--- config.mk ---
export PLATFORM = sky130hd
export DESIGN_NAME = tty_ld_csr_flat
export DESIGN_NICKNAME = d
export VERILOG_FILES = /design/src/tty_ld_pkg.sv /design/src/tty_ld_if.sv /design/src/tty_ld_csr.sv /design/src/flat_wrapper.sv
export SDC_FILE = /design/constraint.sdc
export NUM_CORES = 1
export LEC_CHECK = 0
export ABC_CLOCK_PERIOD_IN_PS = 930
export BUFFER_PORTS_ARGS = -buffer_cell sky130_fd_sc_hd__buf_2
export CAP_MARGIN = 10
export CORE_UTILIZATION = 40
export CTS_CLUSTER_DIAMETER = 30
export CTS_CLUSTER_SIZE = 20
export DETAILED_ROUTE_END_ITERATION = 7
export GPL_TIMING_DRIVEN = 0
export PLACE_DENSITY_LB_ADDON = 0.05
export SYNTH_ARGS = -nofsm -noshare
export SYNTH_HDL_FRONTEND = slang
export SYNTH_SLANG_ARGS = --single-unit
--- constraint.sdc ---
create_clock -name clock -period 0.93 [get_ports clock]
set_input_delay 0.0465 -clock clock [delete_from_list [all_inputs] [get_ports clock]]
set_output_delay 0.0465 -clock clock [all_outputs]
set_load 0.05 [all_outputs]
--- src/tty_ld_pkg.sv ---
// ---------------------------------------------------------------------------
// tty_ld_pkg
// Shared types and constants of the terminal line discipline.
// ---------------------------------------------------------------------------
package tty_ld_pkg;

   localparam int unsigned RingDepthDef = 4096;
   localparam int unsigned LineDepthDef = 256;

   localparam int unsigned CmdWidth  = 1;
   localparam int unsigned ByteWidth = 8;
   localparam int unsigned KindWidth = 3;
   localparam int unsigned CsrIdxWidth = 3;

   // result kinds
   localparam logic [KindWidth-1:0] KindEcho  = 3'd0;
   localparam logic [KindWidth-1:0] KindIntr  = 3'd1;
   localparam logic [KindWidth-1:0] KindSusp  = 3'd2;
   localparam logic [KindWidth-1:0] KindData  = 3'd3;
   localparam logic [KindWidth-1:0] KindEmpty = 3'd4;
   localparam logic [KindWidth-1:0] KindEof   = 3'd5;

   // commands
   localparam logic [CmdWidth-1:0] CmdRx   = 1'b0;
   localparam logic [CmdWidth-1:0] CmdRead = 1'b1;

   // register indexes
   localparam logic [CsrIdxWidth-1:0] RegInputMode = 3'd0;
   localparam logic [CsrIdxWidth-1:0] RegLocalMode = 3'd1;
   localparam logic [CsrIdxWidth-1:0] RegIntrChar  = 3'd2;
   localparam logic [CsrIdxWidth-1:0] RegSuspChar  = 3'd3;
   localparam logic [CsrIdxWidth-1:0] RegEraseChar = 3'd4;
   localparam logic [CsrIdxWidth-1:0] RegKillChar  = 3'd5;
   localparam logic [CsrIdxWidth-1:0] RegEofChar   = 3'd6;

   // characters
   localparam logic [7:0] ChBs    = 8'h08;
   localparam logic [7:0] ChTab   = 8'h09;
   localparam logic [7:0] ChNl    = 8'h0A;
   localparam logic [7:0] ChCr    = 8'h0D;
   localparam logic [7:0] ChSp    = 8'h20;
   localparam logic [7:0] ChCaret = 8'h5E;
   localparam logic [7:0] ChU     = 8'h55;
   localparam logic [7:0] ChDel   = 8'h7F;
   localparam logic [7:0] CtlOffs = 8'h40;

   typedef struct packed {
      logic [2:0] input_mode;
      logic [4:0] local_mode;
      logic [7:0] intr_char;
      logic [7:0] susp_char;
      logic [7:0] erase_char;
      logic [7:0] kill_char;
      logic [7:0] eof_char;
   } cfg_type;

   typedef struct packed {
      logic [KindWidth-1:0] kind;
      logic [7:0]           data;
   } res_type;

endpackage

--- src/tty_ld_if.sv ---


interface tty_ld_csr_if;
   logic       valid;
   logic       ready;
   logic [2:0] index;
   logic [7:0] wdata;
   modport source (output valid, index, wdata, input ready);
   modport sink   (input valid, index, wdata, output ready);
endinterface

--- src/tty_ld_csr.sv ---
// ---------------------------------------------------------------------------
// tty_ld_csr
// Configuration register file of the line discipline.
// ---------------------------------------------------------------------------
module tty_ld_csr (
   input  logic                clock,
   input  logic                reset,
   tty_ld_csr_if.sink          csr,
   output tty_ld_pkg::cfg_type cfg
);
   import tty_ld_pkg::*;

   cfg_type cfg_ff;

   assign csr.ready = 1'b1;
   assign cfg = cfg_ff;

   // register writes
   always_ff @(posedge clock) begin
      if (reset) begin
         cfg_ff.input_mode <= 3'd1;
         cfg_ff.local_mode <= 5'd31;
         cfg_ff.intr_char  <= 8'h03;
         cfg_ff.susp_char  <= 8'h1A;
         cfg_ff.erase_char <= 8'h7F;
         cfg_ff.kill_char  <= 8'h15;
         cfg_ff.eof_char   <= 8'h04;
      end else if (csr.valid) begin
         unique case (csr.index)
            RegInputMode: cfg_ff.input_mode <= csr.wdata[2:0];
            RegLocalMode: cfg_ff.local_mode <= csr.wdata[4:0];
            RegIntrChar:  cfg_ff.intr_char  <= csr.wdata;
            RegSuspChar:  cfg_ff.susp_char  <= csr.wdata;
            RegEraseChar: cfg_ff.erase_char <= csr.wdata;
            RegKillChar:  cfg_ff.kill_char  <= csr.wdata;
            RegEofChar:   cfg_ff.eof_char   <= csr.wdata;
            default: ;
         endcase
      end
   end
endmodule

--- src/flat_wrapper.sv ---
// flat-port wrapper written by rule: the top's interface ports become plain ports
module tty_ld_csr_flat import tty_ld_pkg::*;
  (clock, reset, cfg, csr_valid, csr_index, csr_wdata, csr_ready);
  tty_ld_csr_if csr_i ();
  input  logic clock;
  input  logic reset;
  output tty_ld_pkg::cfg_type cfg;
  input wire logic [$bits(csr_i.valid)-1:0] csr_valid;
  input wire logic [$bits(csr_i.index)-1:0] csr_index;
  input wire logic [$bits(csr_i.wdata)-1:0] csr_wdata;
  output wire logic [$bits(csr_i.ready)-1:0] csr_ready;
  assign csr_i.valid = csr_valid;
  assign csr_i.index = csr_index;
  assign csr_i.wdata = csr_wdata;
  assign csr_ready = csr_i.ready;
  tty_ld_csr u_core (.clock(clock), .reset(reset), .csr(csr_i), .cfg(cfg));
endmodule
==> results.json, run 1 <==
{
  "clock_path_buffers": 2,
  "start_util_pct": 41.40,
  "finalWirelength_um": 4525,
  "areaGrowthSynthToFinish_pct": 36.66,
  "r2r_setup_slack_ns": 0.29,
  "clk_latency_ns": 0.30,
  "synth-compound-area-share_pct": 0,
  "grt_max_degree": 15,
  "grt_pass1_wl_um": 7189,
  "busiest_layer": "met2",
  "slew_viol_final": 0,
  "synth.area.mux_share_pct": 24.57,
  "antenna_found_initial": 0,
  "drive_gt1_share_pct": 33.60,
  "clockRootBuffer": "clkbuf_8",
  "fin_setup_tns_ns": 0,
  "largest_reg_flops": 48,
  "pwr-share-clk_pct": 38.2,
  "ctsResizeCount": 48,
  "syn_area_um2": 1956,
  "min_path_type": "primary input to register",
  "maxCapViolCount": 0,
  "seqPwrFrac_pct": 49.5,
  "grt_pass1_vias": 1418,
  "firstDrtPassIters": 4,
  "hpwl_um": 3110,
  "drc_errors": 0,
  "ios": 63,
  "cts_num_sinks": 48,
  "synthAdderAreaFrac_pct": 0,
  "switchingPower_mw": 1.058,
  "routed-via-count": 1440,
  "post-route-period-util_pct": 96.76,
  "combPwrFrac_pct": 12.3,
  "cp_slowest_cell": "dfxtp_1",
  "status": "finished, final reports clean",
  "syn_nets": 196,
  "core-area_um2": 4723,
  "synth-seq-cells": 48,
  "finalSetupViolCount": 0,
  "htreeDepth": 2,
  "cp.arrival_ns": 0.85,
  "met2_usage_pct": 30.19,
  "fin_util_pct": 56.58,
  "core.rowCount": 25,
  "ys_seq_area_share_pct": 49.14,
  "cp_cell_sequence": "buf_6",
  "wl_per_cell_um": 14.27,
  "leakage_nw": 1.265,
  "synth_top_family_by_area": "multiplexers",
  "skew_ns": 0,
  "switching_share_pct": 24.59,
  "cp-end-kind": "output pin",
  "placement.io_buffers": 60,
  "crit_required_ns": 0.88,
  "crit_type": "register to output pin",
  "drt_iter0_markers": 49,
  "die_h_um": 71.92,
  "grtUsageMet1_pct": 23.90,
  "die_w_um": 71.92,
  "intPower_mw": 3.243,
  "die-area_um2": 5172,
  "cts_setup_buffers": 0,
  "cts_tree": "yes",
  "ys_types": 14,
  "rsz0062_at_grt": "false",
  "cp_num_buf_inv": 1,
  "powerDensity_nw_per_um2": 1609,
  "synth_xor_xnor_area_share_pct": 0,
  "ant_nets": 0,
  "cts_buffers": 5,
  "syn-instance-count": 182,
  "synth.avg_cell_area_um2": 10.75,
  "worst-path-max-fanout": 2,
  "overflow": 0,
  "use_met3_pct": 5.556,
  "routed_via_density": 4.543,
  "most-common-layout-cells": "48 x mux2i_1, 45 x dfxtp_1, 34 x nand2b_1, 30 x buf_4, 29 x nor2_1",
  "min_period_ns": 0.8999,
  "ys_warn_count": 0,
  "crit_path_start_kind": "register",
  "final_hold_viol_count": 0,
  "final_common_cell": "mux2i_1",
  "irDropWorstVdd_mv": 0.7062,
  "track_usage_pct": 18.69,
  "cpPeakStageDelay_ns": 0.38,
  "crit_family": "flip-flops",
  "max_freq_mhz": 1111,
  "nNetsFinal": 263,
  "synth-simple-area-share_pct": 21.50,
  "gp_congestion": 0.6973,
  "diodes": 0,
  "ctsHoldBuffers": 0,
  "path_clk_slew_ns": 0.09
}
==> worst paths after layout <==
| check | startpoint | endpoint | cells after the start |
|---|---|---|---|
| worst min-delay path | csr_wdata[6] | u_core.cfg[22] | 3 |
| worst min register to register | u_core.cfg[5] | u_core.cfg[5] | 2 |
| worst max-delay path | u_core.cfg[33] | cfg[33] | 1 |
| worst max register to register | u_core.cfg[41] | u_core.cfg[41] | 2 |
==> stage by stage <==
| stage | worst slack [ns] | power, mW | std cells | area, µm² | hold slack, ns |
|---|---|---|---|---|---|
| 2_1_floorplan | 0.04128 | 2.521 | 182 | 1956 | 0.2137 |
| 3_3_place_gp | -0.06191 | 2.664 | 309 | 2340 | 0.3383 |
| 3_5_place_dp | -0.03904 | 2.665 | 309 | 2340 | 0.3430 |
| 4_1_cts | 0.007573 | 4.318 | 317 | 2586 | 0.02747 |
| 5_1_grt | 0.0005251 | 4.457 | 317 | 2673 | 0.03907 |
| 6_report | 0.03014 | 4.301 | 317 | 2673 | 0.02509 |
==> power groups by stage <==
stage	sequential, mW	clock [mW]	combinational, mW
4_1_cts	2.13	1.67	0.523
2_1_floorplan	2.33	0	0.192
6_report	2.13	1.64	0.530
3_3_place_gp	2.17	0	0.494
5_1_grt	2.13	1.76	0.565
3_5_place_dp	2.17	0	0.495
==> area by class of cell <==
class                           count  area, µm²
Fill cell                         433       2051
Clock buffer                        7      96.34
Timing Repair Buffer               60      503.0
Clock inverter                      1      30.03
Tap cell                           67      83.83
Buffer                             14      90.09
Sequential cell                    48      964.7
Multi-Input combinational cell    120      904.6
==> cell usage after synthesis <==
cell / number / share of area, %
and4bb_1: 2 / 1.3
mux2i_1: 48 / 25
buf_6: 2 / 1.2
nor4b_4: 1 / 1.2
nand2b_1: 34 / 11
nor2_1: 29 / 5.6
nand4bb_1: 2 / 1.2
clkbuf_1: 2 / 0.38
buf_2: 6 / 1.5
conb_1: 1 / 0.19
buf_4: 4 / 1.5
nand4b_1: 2 / 0.90
dfxtp_1: 48 / 49
and4b_1: 1 / 0.51
==> per-layer routing <==
| metal | vias to the layer above | routed length (µm) |
|---|---|---|
| met1 | 663 | 2107 |
| met4 | 0 | 66 |
| met5 | - | 0 |
| met3 | 6 | 219 |
| met2 | 36 | 2132 |
| li1 | 735 | - |
==> worst reg2reg max path, stage by stage, from the launching register on <==
cell and delay, ns:
dfxtp_1 0.34, nor2_1 0.12, mux2i_1 0.07
==> cell families after synthesis <==
family	Yosys count
and+or+nand+nor	71
other	1
buffers and inverters	14
DFF	48
muxes	48
Power figures use the tool's default switching activity.
==> run 2, diff against run 1 <==
ABC_AREA = 1   (was not set)
CORE_UTILIZATION = 25   (was 40)
==> run 2 against run 1 <==
  * Register-to-register slack improved by 0.04 ns
  * Hold slack improved by 0.011 ns
  * Non-clock buffer count is 2 lower
  * Count of clock-buffer cells in the layout grew 1
  * Total power is 0.98% lower
  * Combinational power up 50%
  * First-iteration DRC count up 59%
  * Largest cell class unchanged
  * Highest routed layer unchanged
==> results.json, run 2 <==
{
  "status": "finished, final reports clean",
  "crit-reg2reg-launch": "u_core.cfg[2]",
  "irDropWorstVdd_mv": 0.7918,
  "slew_viol_final": 0,
  "synth.area.mux_share_pct": 0,
  "synthAdderAreaFrac_pct": 0,
  "finalSetupViolCount": 0,
  "synth.most_common_cell": "nand2_1",
  "min_from": "csr_wdata[3]",
  "final_cells": 436,
  "cp_cell_sequence": "buf_4",
  "cts_buffers": 5,
  "r2r_setup_slack_ns": 0.33,
  "total_power_mw": 4.259,
  "drc_errors": 0,
  "path_clk_slew_ns": 0.08,
  "post_dp_cell_area_um2": 2346,
  "synthArstFlopShare_pct": 0,
  "use_met3_pct": 3.693,
  "synth_top_area_cell": "dfxtp_1",
  "routed-via-count": 1859,
  "ios": 63,
  "largest_reg_flops": 48,
  "hold_depth": 3,
  "powerDensity_nw_per_um2": 1591,
  "crit_family": "flip-flops",
  "min_to": "u_core.cfg[19]",
  "core.rowCount": 31,
  "leakage_nw": 1.272,
  "ys.flop_type": "dfxtp_1",
  "grt_pass1_wl_um": 8818,
  "ys_seq_area_share_pct": 50.13,
  "met2_usage_pct": 22.93,
  "start_util_pct": 26.15,
  "synth_xor_xnor_area_share_pct": 0,
  "routed_via_density": 4.264,
  "maxCapViolCount": 0,
  "cts_num_sinks": 48,
  "netlist_top_cells_count": "80 x nand2_1, 55 x nor2_1, 48 x dfxtp_1, 48 x nand3_1, 14 x inv_1",
  "synth_edf_count": 0,
  "syn_area_um2": 1917,
  "crit_type": "register to output pin",
  "ant_nets": 0,
  "cts_tree": "yes",
  "max_freq_mhz": 1124,
  "post-route-period-util_pct": 95.70,
  "nNetsFinal": 350,
  "most-common-layout-cells": "80 x nand2_1, 55 x nor2_1, 48 x nand3_1, 45 x dfxtp_1, 27 x buf_6",
  "rr_worst_depth": 2,
  "die-area_um2": 8022,
  "die_h_um": 89.57,
  "grtUsageMet1_pct": 20.77,
  "finalWirelength_um": 5642,
  "final_hold_viol_count": 0,
  "min_period_ns": 0.8900,
  "synth-compound-area-share_pct": 0.2611,
  "crit_required_ns": 0.88,
  "drt_iter0_markers": 78,
  "synth-simple-area-share_pct": 43.47,
  "clock_path_buffers": 2,
  "cp.arrival_ns": 0.84,
  "cp_num_buf_inv": 1,
  "syn-instance-count": 266,
  "clockRootBuffer": "clkbuf_8",
  "core-area_um2": 7331,
  "placement.io_buffers": 61,
  "hpwl_um": 4114,
  "htreeDepth": 2,
  "final_cell_area_um2": 2676,
  "synth.area.top_cells": "dfxtp_1 50%, nand2_1 16%, nand3_1 13%, nor2_1 11%, nor2_4 2.9%",
  "synth.avg_cell_area_um2": 7.206,
  "rsz0062_at_grt": "false",
  "ys_types": 16,
  "cp_slowest_cell": "dfxtp_1",
  "firstDrtPassIters": 4,
  "grt_pass1_vias": 1722,
  "die_w_um": 89.57,
  "cp-end-kind": "output pin",
  "clk_latency_ns": 0.30,
  "wl_per_cell_um": 12.94,
  "track_usage_pct": 15.09,
  "min_path_type": "primary input to register",
  "antenna_found_initial": 0,
  "drive_gt1_share_pct": 26.41,
  "overflow": 0,
  "final_common_cell": "nand2_1",
  "busiest_layer": "met2",
  "grt_max_degree": 14,
  "synth-seq-cells": 48,
  "ys_warn_count": 0,
  "crit_path_start_kind": "register",
  "worst-path-max-fanout": 2,
  "syn_nets": 280,
  "gp_congestion": 0.8291,
  "cpPeakStageDelay_ns": 0.35,
  "diodes": 0,
  "worst_r2r_endpoint": "u_core.cfg[2]",
  "synth_top_area_share_pct": 50.13,
  "placed_cells": 426,
  "synth_top_family_by_area": "simple AND/OR/NAND/NOR gates",
  "areaGrowthSynthToFinish_pct": 39.62,
  "cts_setup_buffers": 0,
  "skew_ns": 0
}
==> run 2: changes by cell type in the layout (fill, tap and decap cells not counted), moves of 4 or more <==
cell / change
inv_1: +12
buf_4: -5
nor2_4: +5
nand2_1: +80
buf_2: -4
nor2_1: +26
mux2i_1: -48
nand3_1: +48
nand2b_1: -34
==> run 2: how the worst max path moves through the flow <==
stage                              start             end  slack, ns  cells after the start
after floorplan            u_core.cfg[2]   u_core.cfg[2]       0.03                      2
final                     u_core.cfg[16]         cfg[16]       0.04                      1
after global placement             reset  u_core.cfg[33]      -0.26                      5
after detailed placement           reset  u_core.cfg[32]      -0.24                      5
after CTS                 u_core.cfg[27]         cfg[27]      0.002                      1
after global routing      u_core.cfg[13]         cfg[13]      0.002                      1
==> run 2: metrics by stage <==
stage	TNS [ns]	worst slack [ns]	hold WS, ns	util, %
6_report	0	0.04003	0.03564	36.51
5_1_grt	0	0.002066	0.04197	36.51
4_1_cts	0	0.002284	0.03089	35.19
3_5_place_dp	-5.271	-0.2420	0.2770	32.00
3_3_place_gp	-5.715	-0.2607	0.2885	32.00
2_1_floorplan	0	0.02785	0.1597	-
==> run 2: logic make-up (layout without fill, tap and decap cells) <==
kind of cell | after synthesis | count (layout)
AND/OR/NAND/NOR | 192 | 192
other | 1 | 1
buffers and inverters | 24 | 95
flip-flops | 48 | 48
AO/OA/AOI/OAI | 1 | 1
==> run 2: report_power, final <==
group | switching, mW | internal, mW
Combinational | 0.553 | 0.243
Sequential | 0.0456 | 2.13
Clock | 0.681 | 0.608
==> run 2: timing repair <==
action,CTS,global route
gates resized for setup,49,32
endpoints found under the hold margin,2,0
hold buffers,2,0
endpoints found under the setup margin,48,43
==> run 2: per-layer routing <==
layer | up-vias | routed length, µm
li1 | 964 | -
met2 | 51 | 2454
met3 | 8 | 295
met1 | 836 | 2813
met5 | - | 0
met4 | 0 | 78
==> run 2: cell type report <==
cell class                 count  area [µm²]
buffer                         9       60.06
clock buffer                   8       90.09
sequential                    48       964.7
timing repair buffer          63       539.3
tap                           99       123.9
fill                         797        4654
multi-input combinational    194       842.1
inverter                      15       56.30
==> run 3, diff against run 2 <==
SETUP_SLACK_MARGIN = 0.15   (was not set)
==> run 3 against run 2 <==
  * First-iteration DRC count fell by 26%
  * Sequential power barely moved
  * Clock power rose by 17%
  * Global-route usage rose by 0.46 points
  * Critical endpoint is now cfg[25]
==> results.json, run 3 (synthesized netlist as in run 2, its figures left out) <==
{
  "nNetsFinal": 351,
  "cp-end-kind": "output pin",
  "hpwl_um": 4201,
  "die-area_um2": 8022,
  "crit_family": "flip-flops",
  "cts_num_sinks": 48,
  "areaGrowthSynthToFinish_pct": 55.87,
  "worst-path-max-fanout": 2,
  "die_h_um": 89.57,
  "post-route-period-util_pct": 93.22,
  "status": "finished, final reports clean",
  "cp_slowest_cell": "dfxtp_2",
  "drt_iter0_markers": 58,
  "clockRootBuffer": "clkbuf_8",
  "grt_pass1_vias": 1840,
  "largest_reg_flops": 48,
  "drc_errors": 0,
  "final_cell_area_um2": 2988,
  "skew_ns": 0,
  "core-area_um2": 7331,
  "slew_viol_final": 0,
  "drive_gt1_share_pct": 40.24,
  "rsz0062_at_grt": "true",
  "cpPeakStageDelay_ns": 0.37,
  "setup_ws_ns": 0.06307,
  "track_usage_pct": 15.55,
  "finalSetupViolCount": 0,
  "diodes": 0,
  "cp_cell_sequence": "buf_8",
  "post_dp_cell_area_um2": 2406,
  "maxCapViolCount": 0,
  "total_power_mw": 4.582,
  "placement.io_buffers": 61,
  "min_period_ns": 0.8669,
  "max_freq_mhz": 1154,
  "wl_per_cell_um": 13.13,
  "die_w_um": 89.57,
  "path_clk_slew_ns": 0.09,
  "most-common-layout-cells": "79 x nand2_1, 54 x nor2_1, 48 x nand3_1, 48 x dfxtp_2, 37 x buf_8",
  "antenna_found_initial": 0,
  "grt_pass1_wl_um": 9101,
  "crit_required_ns": 0.88,
  "grt_max_degree": 15,
  "ant_nets": 0,
  "routed_via_density": 4.350,
  "min_path_type": "primary input to register",
  "leakage_nw": 1.366,
  "htreeDepth": 2,
  "clk_latency_ns": 0.30,
  "cts_tree": "yes",
  "place_ws_ns": -0.2503,
  "core.rowCount": 31,
  "firstDrtPassIters": 4,
  "overflow": 0,
  "irDropWorstVdd_mv": 0.6291,
  "crit_path_start_kind": "register",
  "final_hold_viol_count": 0,
  "cts_buffers": 5,
  "crit_type": "register to output pin",
  "gp_congestion": 0.8104,
  "cp_num_buf_inv": 1,
  "cp.arrival_ns": 0.82,
  "start_util_pct": 26.15,
  "final_common_cell": "nand2_1",
  "clock_path_buffers": 2,
  "ios": 63,
  "powerDensity_nw_per_um2": 1533,
  "routed-via-count": 1901,
  "finalWirelength_um": 5738
}
## run 3: cell types whose count changed in the layout (fill, tap and decap cells not counted), sizes merged
cell and change:
bufinv +1, buf +2, clkbuf -3, clkinv +1
## run 3: what timing repair did
action,CTS,global route
resized for setup,109,28
endpoints found under the setup margin,68,60
hold endpoints to repair,2,0
buffers inserted,0,1
hold buffers,2,0
## run 3: area by class of cell
cell class | instances | area, µm²
multi-input combinational | 194 | 847.1
timing repair buffer | 64 | 772.0
clock buffer | 6 | 72.57
sequential | 48 | 1021
fill | 750 | 4343
clock inverter | 2 | 35.03
inverter | 15 | 56.30
tap | 99 | 123.9
buffer | 9 | 60.06
## run 3: path summary, 6_finish.rpt
check                      start             end  slack, ns  depth (start not counted)
setup / recovery  u_core.cfg[25]         cfg[25]       0.06                          1
hold / removal      csr_wdata[3]  u_core.cfg[19]       0.03                          3
setup reg to reg  u_core.cfg[26]  u_core.cfg[26]       0.24                          3
hold reg to reg    u_core.cfg[8]   u_core.cfg[8]       0.48                          2
## run 3: tightest hold or removal path, stage by stage
cell and delay [ns]:
buf_2 0.14, nand2_1 0.06, nand3_1 0.06
## run 3: layer usage
metal / vias up / track usage (%) / part of all wire [%]
met1: 871 / 20.50 / 48
met4: 0 / 5.195 / 1.4
met2: 58 / 24.52 / 45
met3: 8 / 4.155 / 6.0
met5: - / 0 / 0
li1: 964 / - / -
## run 3: power by group
part / internal, mW / switching [mW] / leakage [nW]
combinational: 0.309 / 0.558 / 0.917
clock: 0.799 / 0.712 / 0.0552
sequential: 2.14 / 0.0614 / 0.393
total: 3.25 / 1.33 / 1.37
## run 3: through the flow
stage | hold slack (ns) | TNS [ns] | instances | util [%]
after global placement | 0.2867 | -5.496 | 426 | 32.82
final | 0.02891 | 0 | 437 | 40.76
after detailed placement | 0.2875 | -5.629 | 426 | 32.82
after floorplan | 0.1597 | 0 | 266 | -
after global routing | 0.04862 | 0 | 437 | 40.76
after CTS | 0.02731 | 0 | 436 | 39.26
